===== src/rtl/core/b64d_pkg.sv =====
// Shared types, constants and the character classifier of the Base64 stream decoder.
package b64d_pkg;

	localparam logic [7:0] PAD_CHAR = 8'h3D;

	localparam int QUEUE_DEPTH = 4;
	localparam int QPTR_W      = $clog2(QUEUE_DEPTH);
	localparam int QCNT_W      = $clog2(QUEUE_DEPTH + 1);

	localparam logic [1:0] STATUS_OK      = 2'd0;
	localparam logic [1:0] STATUS_LENGTH  = 2'd1;
	localparam logic [1:0] STATUS_BADCHAR = 2'd2;

	// One job handed from the front to the back: a decoded group or a length error.
	typedef struct packed {
		logic [23:0] triple;
		logic [1:0]  nbytes;
		logic        final_quad;
		logic        bad_char;
		logic        len_err;
	} job_t;

	typedef struct packed {
		logic       ok;
		logic [5:0] sextet;
	} sextet_t;

	// Maps one ASCII character to its sextet; pad maps to zero and is valid.
	function automatic sextet_t sextet_of(input logic [7:0] c);
		sextet_t r;
		r.ok     = 1'b1;
		r.sextet = 6'd0;
		if (c >= 8'h41 && c <= 8'h5A) begin
			r.sextet = 6'(c - 8'h41);
		end else if (c >= 8'h61 && c <= 8'h7A) begin
			r.sextet = 6'(c - 8'h61 + 8'd26);
		end else if (c >= 8'h30 && c <= 8'h39) begin
			r.sextet = 6'(c - 8'h30 + 8'd52);
		end else if (c == 8'h2B) begin
			r.sextet = 6'd62;
		end else if (c == 8'h2F) begin
			r.sextet = 6'd63;
		end else if (c != PAD_CHAR) begin
			r.ok = 1'b0;
		end
		return r;
	endfunction

endpackage


===== src/rtl/core/b64d_front.sv =====
// Front end: classifies each character, gathers quads and issues decode jobs.
module b64d_front (
	input  logic          clk,
	input  logic          arst_n,
	input  logic          accept,
	input  logic [7:0]    char_in,
	input  logic          message_end,
	output logic          job_push,
	output b64d_pkg::job_t job
);
	import b64d_pkg::*;

	logic [1:0]  pos_q;
	logic [17:0] acc_q;
	logic        third_pad_q;
	logic        bad_q;

	sextet_t     sx;
	logic        is_pad;
	logic        bad_now;
	logic [1:0]  drop;

	assign sx      = sextet_of(char_in);
	assign is_pad  = (char_in == PAD_CHAR);
	assign bad_now = bad_q | ~sx.ok;
	assign drop    = 2'(message_end & is_pad) + 2'(message_end & third_pad_q);

	always_comb begin
		job            = '0;
		job_push       = 1'b0;
		job.triple     = {acc_q, sx.sextet};
		job.nbytes     = 2'd3 - drop;
		job.final_quad = message_end;
		job.bad_char   = bad_now;
		if (accept) begin
			if (pos_q == 2'd3) begin
				job_push = 1'b1;
			end else if (message_end) begin
				job_push    = 1'b1;
				job.len_err = 1'b1;
				job.triple  = '0;
				job.nbytes  = 2'd1;
			end
		end
	end

	always_ff @(posedge clk or negedge arst_n) begin
		if (!arst_n) begin
			pos_q       <= '0;
			acc_q       <= '0;
			third_pad_q <= 1'b0;
			bad_q       <= 1'b0;
		end else if (accept) begin
			if (pos_q == 2'd3 || message_end) begin
				pos_q       <= '0;
				acc_q       <= '0;
				third_pad_q <= 1'b0;
				bad_q       <= message_end ? 1'b0 : bad_now;
			end else begin
				pos_q <= pos_q + 2'd1;
				acc_q <= {acc_q[11:0], sx.sextet};
				bad_q <= bad_now;
				if (pos_q == 2'd2) begin
					third_pad_q <= is_pad;
				end
			end
		end
	end

endmodule


===== src/rtl/core/b64d_queue.sv =====
// Small job queue between the front and back ends.
module b64d_queue (
	input  logic           clk,
	input  logic           arst_n,
	input  logic           push,
	input  b64d_pkg::job_t push_job,
	input  logic           pop,
	output logic           full,
	output logic           not_empty,
	output b64d_pkg::job_t head
);
	import b64d_pkg::*;

	job_t              mem [QUEUE_DEPTH];
	logic [QPTR_W-1:0] wr_q;
	logic [QPTR_W-1:0] rd_q;
	logic [QCNT_W-1:0] cnt_q;

	assign full      = (cnt_q == QCNT_W'(QUEUE_DEPTH));
	assign not_empty = (cnt_q != '0);
	assign head      = mem[rd_q];

	always_ff @(posedge clk) begin
		if (push) begin
			mem[wr_q] <= push_job;
		end
	end

	always_ff @(posedge clk or negedge arst_n) begin
		if (!arst_n) begin
			wr_q  <= '0;
			rd_q  <= '0;
			cnt_q <= '0;
		end else begin
			if (push) begin
				wr_q <= (wr_q == QPTR_W'(QUEUE_DEPTH - 1)) ? '0 : wr_q + QPTR_W'(1);
			end
			if (pop) begin
				rd_q <= (rd_q == QPTR_W'(QUEUE_DEPTH - 1)) ? '0 : rd_q + QPTR_W'(1);
			end
			if (push && !pop) begin
				cnt_q <= cnt_q + QCNT_W'(1);
			end else if (pop && !push) begin
				cnt_q <= cnt_q - QCNT_W'(1);
			end
		end
	end

endmodule


===== src/rtl/core/b64d_back.sv =====
// Back end: splits each job into output words and holds the output register.
module b64d_back (
	input  logic           clk,
	input  logic           arst_n,
	input  logic           job_valid,
	input  b64d_pkg::job_t job,
	output logic           job_pop,
	output logic           m_axis_tvalid,
	input  logic           m_axis_tready,
	output logic [7:0]     m_axis_tdata,
	output logic           m_axis_tlast,
	output logic [3:0]     m_axis_tuser
);
	import b64d_pkg::*;

	logic [1:0] idx_q;
	logic       load;
	logic       word_last;
	logic [7:0] word_byte;
	logic       word_valid;
	logic       word_eom;
	logic [1:0] word_status;

	assign load      = job_valid && (!m_axis_tvalid || m_axis_tready);
	assign word_last = job.len_err || (idx_q == job.nbytes - 2'd1);
	assign job_pop   = load && word_last;

	always_comb begin
		word_byte   = '0;
		word_valid  = 1'b1;
		word_eom    = job.final_quad && word_last;
		word_status = STATUS_OK;
		case (idx_q)
			2'd0:    word_byte = job.triple[23:16];
			2'd1:    word_byte = job.triple[15:8];
			default: word_byte = job.triple[7:0];
		endcase
		if (job.len_err) begin
			word_byte   = '0;
			word_valid  = 1'b0;
			word_eom    = 1'b1;
			word_status = STATUS_LENGTH;
		end else if (word_eom && job.bad_char) begin
			word_status = STATUS_BADCHAR;
		end
	end

	always_ff @(posedge clk or negedge arst_n) begin
		if (!arst_n) begin
			m_axis_tvalid <= 1'b0;
			idx_q         <= '0;
		end else if (load) begin
			m_axis_tvalid <= 1'b1;
			idx_q         <= word_last ? 2'd0 : idx_q + 2'd1;
		end else if (m_axis_tready) begin
			m_axis_tvalid <= 1'b0;
		end
	end

	always_ff @(posedge clk) begin
		if (load) begin
			m_axis_tdata <= word_byte;
			m_axis_tlast <= word_last;
			m_axis_tuser <= {word_status, word_eom, word_valid};
		end
	end

endmodule


===== src/rtl/core/base64_stream_decoder_unit.sv =====
// Top level of the Base64 stream decoder.
// The block takes one Base64 character per word and accepts a new word on
// every clock cycle as long as its internal job queue has room, so a steady
// stream runs at one character per cycle. The front end classifies each
// character, gathers four sextets into a 24-bit group and, on the fourth
// character or on the message's last one, writes a job into a four-entry
// queue. The back end turns each job into one to three output words, one
// word per cycle while the output is ready, through a registered output
// stage; a finished word waits there while new characters keep flowing in.
// Since four characters yield at most three bytes, the back end keeps up
// with a full-rate input unless the output side stalls; the queue then
// absorbs short stalls and fills up before input backpressure appears. A
// completed group's job is written into the queue and its words then pass
// through the output register. In the final group a trailing pad drops one
// byte and a pad in the second-to-last place drops another. A message that ends
// off a group boundary gives a single word flagged invalid with the length
// status, and a character outside the alphabet decodes as zero and sets the
// bad-character status on the message's final word unless it holds the length
// status. After the final word the decoder starts the next message fresh.
module base64_stream_decoder_unit (
	input  logic       clk,
	input  logic       arst_n,
	input  logic       s_axis_tvalid,
	output logic       s_axis_tready,
	input  logic [7:0] s_axis_tdata,  // [7:0] char_in
	input  logic       s_axis_tlast,  // message_end
	output logic       m_axis_tvalid,
	input  logic       m_axis_tready,
	output logic [7:0] m_axis_tdata,  // [7:0] data_byte
	output logic       m_axis_tlast,  // last_of_run
	output logic [3:0] m_axis_tuser   // [0] byte_valid, [1] end_of_message, [3:2] status
);
	import b64d_pkg::*;

	logic accept;
	logic job_push;
	job_t push_job;
	logic q_full;
	logic q_not_empty;
	job_t head_job;
	logic job_pop;

	// The front end never stalls on its own; only a full queue holds input off.
	assign s_axis_tready = !q_full;
	assign accept        = s_axis_tvalid && s_axis_tready;

	b64d_front u_front (
		.clk         (clk),
		.arst_n      (arst_n),
		.accept      (accept),
		.char_in     (s_axis_tdata),
		.message_end (s_axis_tlast),
		.job_push    (job_push),
		.job         (push_job)
	);

	b64d_queue u_queue (
		.clk       (clk),
		.arst_n    (arst_n),
		.push      (job_push),
		.push_job  (push_job),
		.pop       (job_pop),
		.full      (q_full),
		.not_empty (q_not_empty),
		.head      (head_job)
	);

	// The back end pops a job only when its last word moves into the output register.
	b64d_back u_back (
		.clk           (clk),
		.arst_n        (arst_n),
		.job_valid     (q_not_empty),
		.job           (head_job),
		.job_pop       (job_pop),
		.m_axis_tvalid (m_axis_tvalid),
		.m_axis_tready (m_axis_tready),
		.m_axis_tdata  (m_axis_tdata),
		.m_axis_tlast  (m_axis_tlast),
		.m_axis_tuser  (m_axis_tuser)
	);

endmodule

===== config.mk =====
export PLATFORM = sky130hd
export DESIGN_NAME = base64_stream_decoder_unit
export DESIGN_NICKNAME = d
export VERILOG_FILES = /design/src/rtl/core/b64d_pkg.sv /design/src/rtl/core/b64d_front.sv /design/src/rtl/core/b64d_queue.sv /design/src/rtl/core/b64d_back.sv /design/src/rtl/core/base64_stream_decoder_unit.sv
export SDC_FILE = /design/constraint.sdc
export NUM_CORES = 1
export LEC_CHECK = 0
export ABC_AREA = 1
export ABC_CLOCK_PERIOD_IN_PS = 3600
export BUFFER_PORTS_ARGS = -buffer_cell sky130_fd_sc_hd__buf_2
export CORE_MARGIN = 2
export CORE_UTILIZATION = 62
export CTS_BUF_LIST = sky130_fd_sc_hd__clkbuf_8 sky130_fd_sc_hd__clkbuf_16
export DETAILED_ROUTE_END_ITERATION = 12
export MAX_ROUTING_LAYER = met4
export PLACE_DENSITY = 0.87
export SYNTH_ARGS = -nofsm -noshare
export SYNTH_HDL_FRONTEND = slang
export SYNTH_SLANG_ARGS = --single-unit

===== constraint.sdc =====
create_clock -name clk -period 3.6 [get_ports clk]
set_clock_uncertainty 0.05 [all_clocks]
set_input_delay 1.08 -clock clk [delete_from_list [all_inputs] [get_ports clk]]
set_output_delay 1.08 -clock clk [all_outputs]
set_load 0.02 [all_outputs]

==> run_results.csv <==
group,metric,value,unit
run_status,status,"finished, final reports clean",
power_and_ir_drop,p_per_area,817.8,nW/um^2
final_layout,final_net_count,752,
detailed_routing,drt-pass1-iter-count,6,
synthesis,seq_area_frac_synth,64.03,%
synthesis,ys_async_sr_fraction,19.88,%
floorplan,io-pin-count,28,
synthesis,synth_area_per_cell,10.60,sq um
synthesis,synth.area.top_cells,"edfxtp_1, dfrtp_1, nand2_1",
grt,first_global_vias,5098,
critical_path,worst-path-max-fanout,28,
final_layout,area_growth,12.22,%
place,gp_congestion,0.8279,
critical_path,crit_path_end_kind,"flip-flop",
clock_network,cts.sinks,161,
grt,busiest_layer,"met2",
clock_network,cts_root_buffer,"clkbuf_16",
floorplan,coreArea,11470,sq um
timing,hold_slack,443.8,ps
detailed_routing,ant_nets,0,
place,placed_cells,842,
timing,max_slew_margin,48.52,%
timing,setup_slack,336.3,ps
timing,finalCritPeriodShare,90.66,%
synthesis,netlist_area,7301,sq um
timing,max_freq,0.3064,GHz
final_layout,fin_area,8193,sq um
critical_path,path_class,"flip-flop to flip-flop",
synthesis,synth_top_area_share,53.06,%
timing,final-setup-viol-count,0,
synthesis,synth_cell_type_count,34,
detailed_routing,vias,5227,
detailed_routing,wl_per_cell,18.85,microns
clock_network,cts.clk_slew.worst_paths,60,ps
place,dp_slack,526.7,ps
synthesis,ys_ff_latch,161,
synthesis,syn-instance-count,689,
critical_path,cp.required,3850,ps
floorplan,die_x,112.5,microns
timing,slew_viol_final,0,
clock_network,numCtsBuffers,17,
clock_network,cts_resized,0,
detailed_routing,routed_wl,16.47,mm
clock_network,h-tree-depth,4,
detailed_routing,vias_per_cell,5.981,
floorplan,rows,39,
floorplan,die_h,112.5,microns
grt,grt_use_met3,7.073,%
grt,met1_usage,31.79,%
timing,fin_crit,3264,ps
critical_path,start_kind,"flip-flop",
timing,finalSetupTns,0,ps
final_layout,diodes,0,
clock_network,cts_tree,"built",
synthesis,synth-main-ff-cell,"edfxtp_1",
place,place_area,7556,sq um
synthesis,synth_fp_nets,723,
grt,grt_max_degree,49,
grt,antenna_found_initial,0,
grt,grt_first_pass_wirelength,25.83,mm
floorplan,initial_utilization,63.67,%
flow_run,max_cap_viol_count,0,
timing,grt_setup_unrepaired,"no",
grt,grtUsageTotal,27.65,%
grt,grt_overflow,0,
detailed_routing,drc_errors,0,
worst_hold_path,hold_class,"flip-flop to flip-flop",
clock_network,ctsHoldBuffers,0,
clock_network,clkLatencyLatePin,430,ps
final_layout,final_util,71.45,%
synthesis,synth_top_area_cell,"edfxtp_1",
synthesis,netlist_top_cells_count,"edfxtp_1, nand2_1, nor2_1",
place,place.port_buffers,27,
power_and_ir_drop,ir_drop,753.9,uV
critical_path,arrival,3510,ps
final_layout,final_cells,874,
place,dp_hpwl,9.814,mm
timing,hold_viol_final,0,
grt,grt_use_met2,46.67,%
final_layout,drive_gt1_share,12.59,%
clock_network,post_cts_buffers,0,
power_and_ir_drop,p_leak,3.342,nW
power_and_ir_drop,p_total,6.700,mW
clock_network,clock_path_buffers,2,
synthesis,synth_most_common_cell,"edfxtp_1",
synthesis,yosysWarnings,0,
timing,worst_pin_slew,772.3,ps
floorplan,die-area,12660,sq um
detailed_routing,drtIter0Drc,659,
synthesis,synth_edf_count,129,
cell type report:
type                       instances  area, sq um
sequential                       161         4674
fill                             733         3274
multi-input combinational        434         2238
clock buffer                      18        439.2
inverter                          67        254.0
timing repair buffer              37        210.2
clock inverter                    14        197.7
tap                              143        178.9
cell families after synthesis:
family                     share of synthesized area [%]
buffers and inverters                              5.535
adders and majority gates                          3.702
DFF                                                64.03
and+or+nand+nor                                    17.07
AOI/OAI and AO/OA                                  8.706
xor gates and xnor gates                          0.9598
critical path, stage by stage (launching register included):
cell,delay [ps]
dfrtp_1,510
inv_2,480
nand3_1,220
nand3_1,170
nand2_1,70
nand2_1,100
nand3_4,130
nand2_4,110
ha_1,150
inv_1,80
fa_1,440
a21oi_1,240
o21ai_0,180
xor2_1,180
registers in the layout, summed over array words and instances, names as in the netlist, 2 cells and up:
register,cells
u_queue.mem,116
u_front.acc_q,18
u_back.m_axis_tdata,8
u_back.m_axis_tuser,4
u_queue.cnt_q,3
u_back.idx_q,2
u_front.pos_q,2
u_queue.rd_q,2
u_queue.wr_q,2
path summary, 6_finish.rpt:
check	from	endpoint	slack [ps]	depth (start not counted)
max	u_queue.rd_q[1]	u_queue.cnt_q[2]	340	13
min	u_front.acc_q[0]	u_front.acc_q[0]	440	2
max reg2reg	u_queue.rd_q[1]	u_queue.cnt_q[2]	340	13
min reg2reg	u_front.acc_q[0]	u_front.acc_q[0]	440	2
max in group asynchronous	arst_n	u_front.acc_q[11]	2330	1
min in group asynchronous	arst_n	u_back.idx_q[0]	680	1
cell usage in the layout (no fill, tap or decap), drive strengths merged:
cell,netlist,layout
xor2,6,6
clkbuf,8,18
a31oi,1,1
edfxtp,129,129
nor3b,1,1
xnor2,2,2
o21ai,68,68
nand3b,2,2
clkinvlp,0,1
nor3,2,2
buf,19,37
dfrtp,32,32
o22ai,38,38
o211ai,1,1
clkinv,0,5
nand2,130,130
nor2,98,98
fa,1,1
inv,67,70
and2,4,4
a21oi,8,8
bufinv,0,5
nand4,4,4
ha,20,20
nand3,48,48
power breakdown:
| group | switching, mW | internal (mW) |
|---|---|---|
| Clock | 0.686 | 1.23 |
| Sequential | 0.160 | 2.45 |
| Combinational | 1.53 | 0.632 |
| Total | 2.38 | 4.32 |
layer usage:
| layer | share of wire, % | wire length, microns | vias up |
|---|---|---|---|
| met1 | 38 | 6331 | 2485 |
| met2 | 51 | 8452 | 279 |
| met5 | 0 | 0 | - |
| met3 | 7.6 | 1247 | 49 |
| li1 | - | - | 2414 |
| met4 | 2.7 | 439 | 0 |
(Power assumes the default switching activity.)
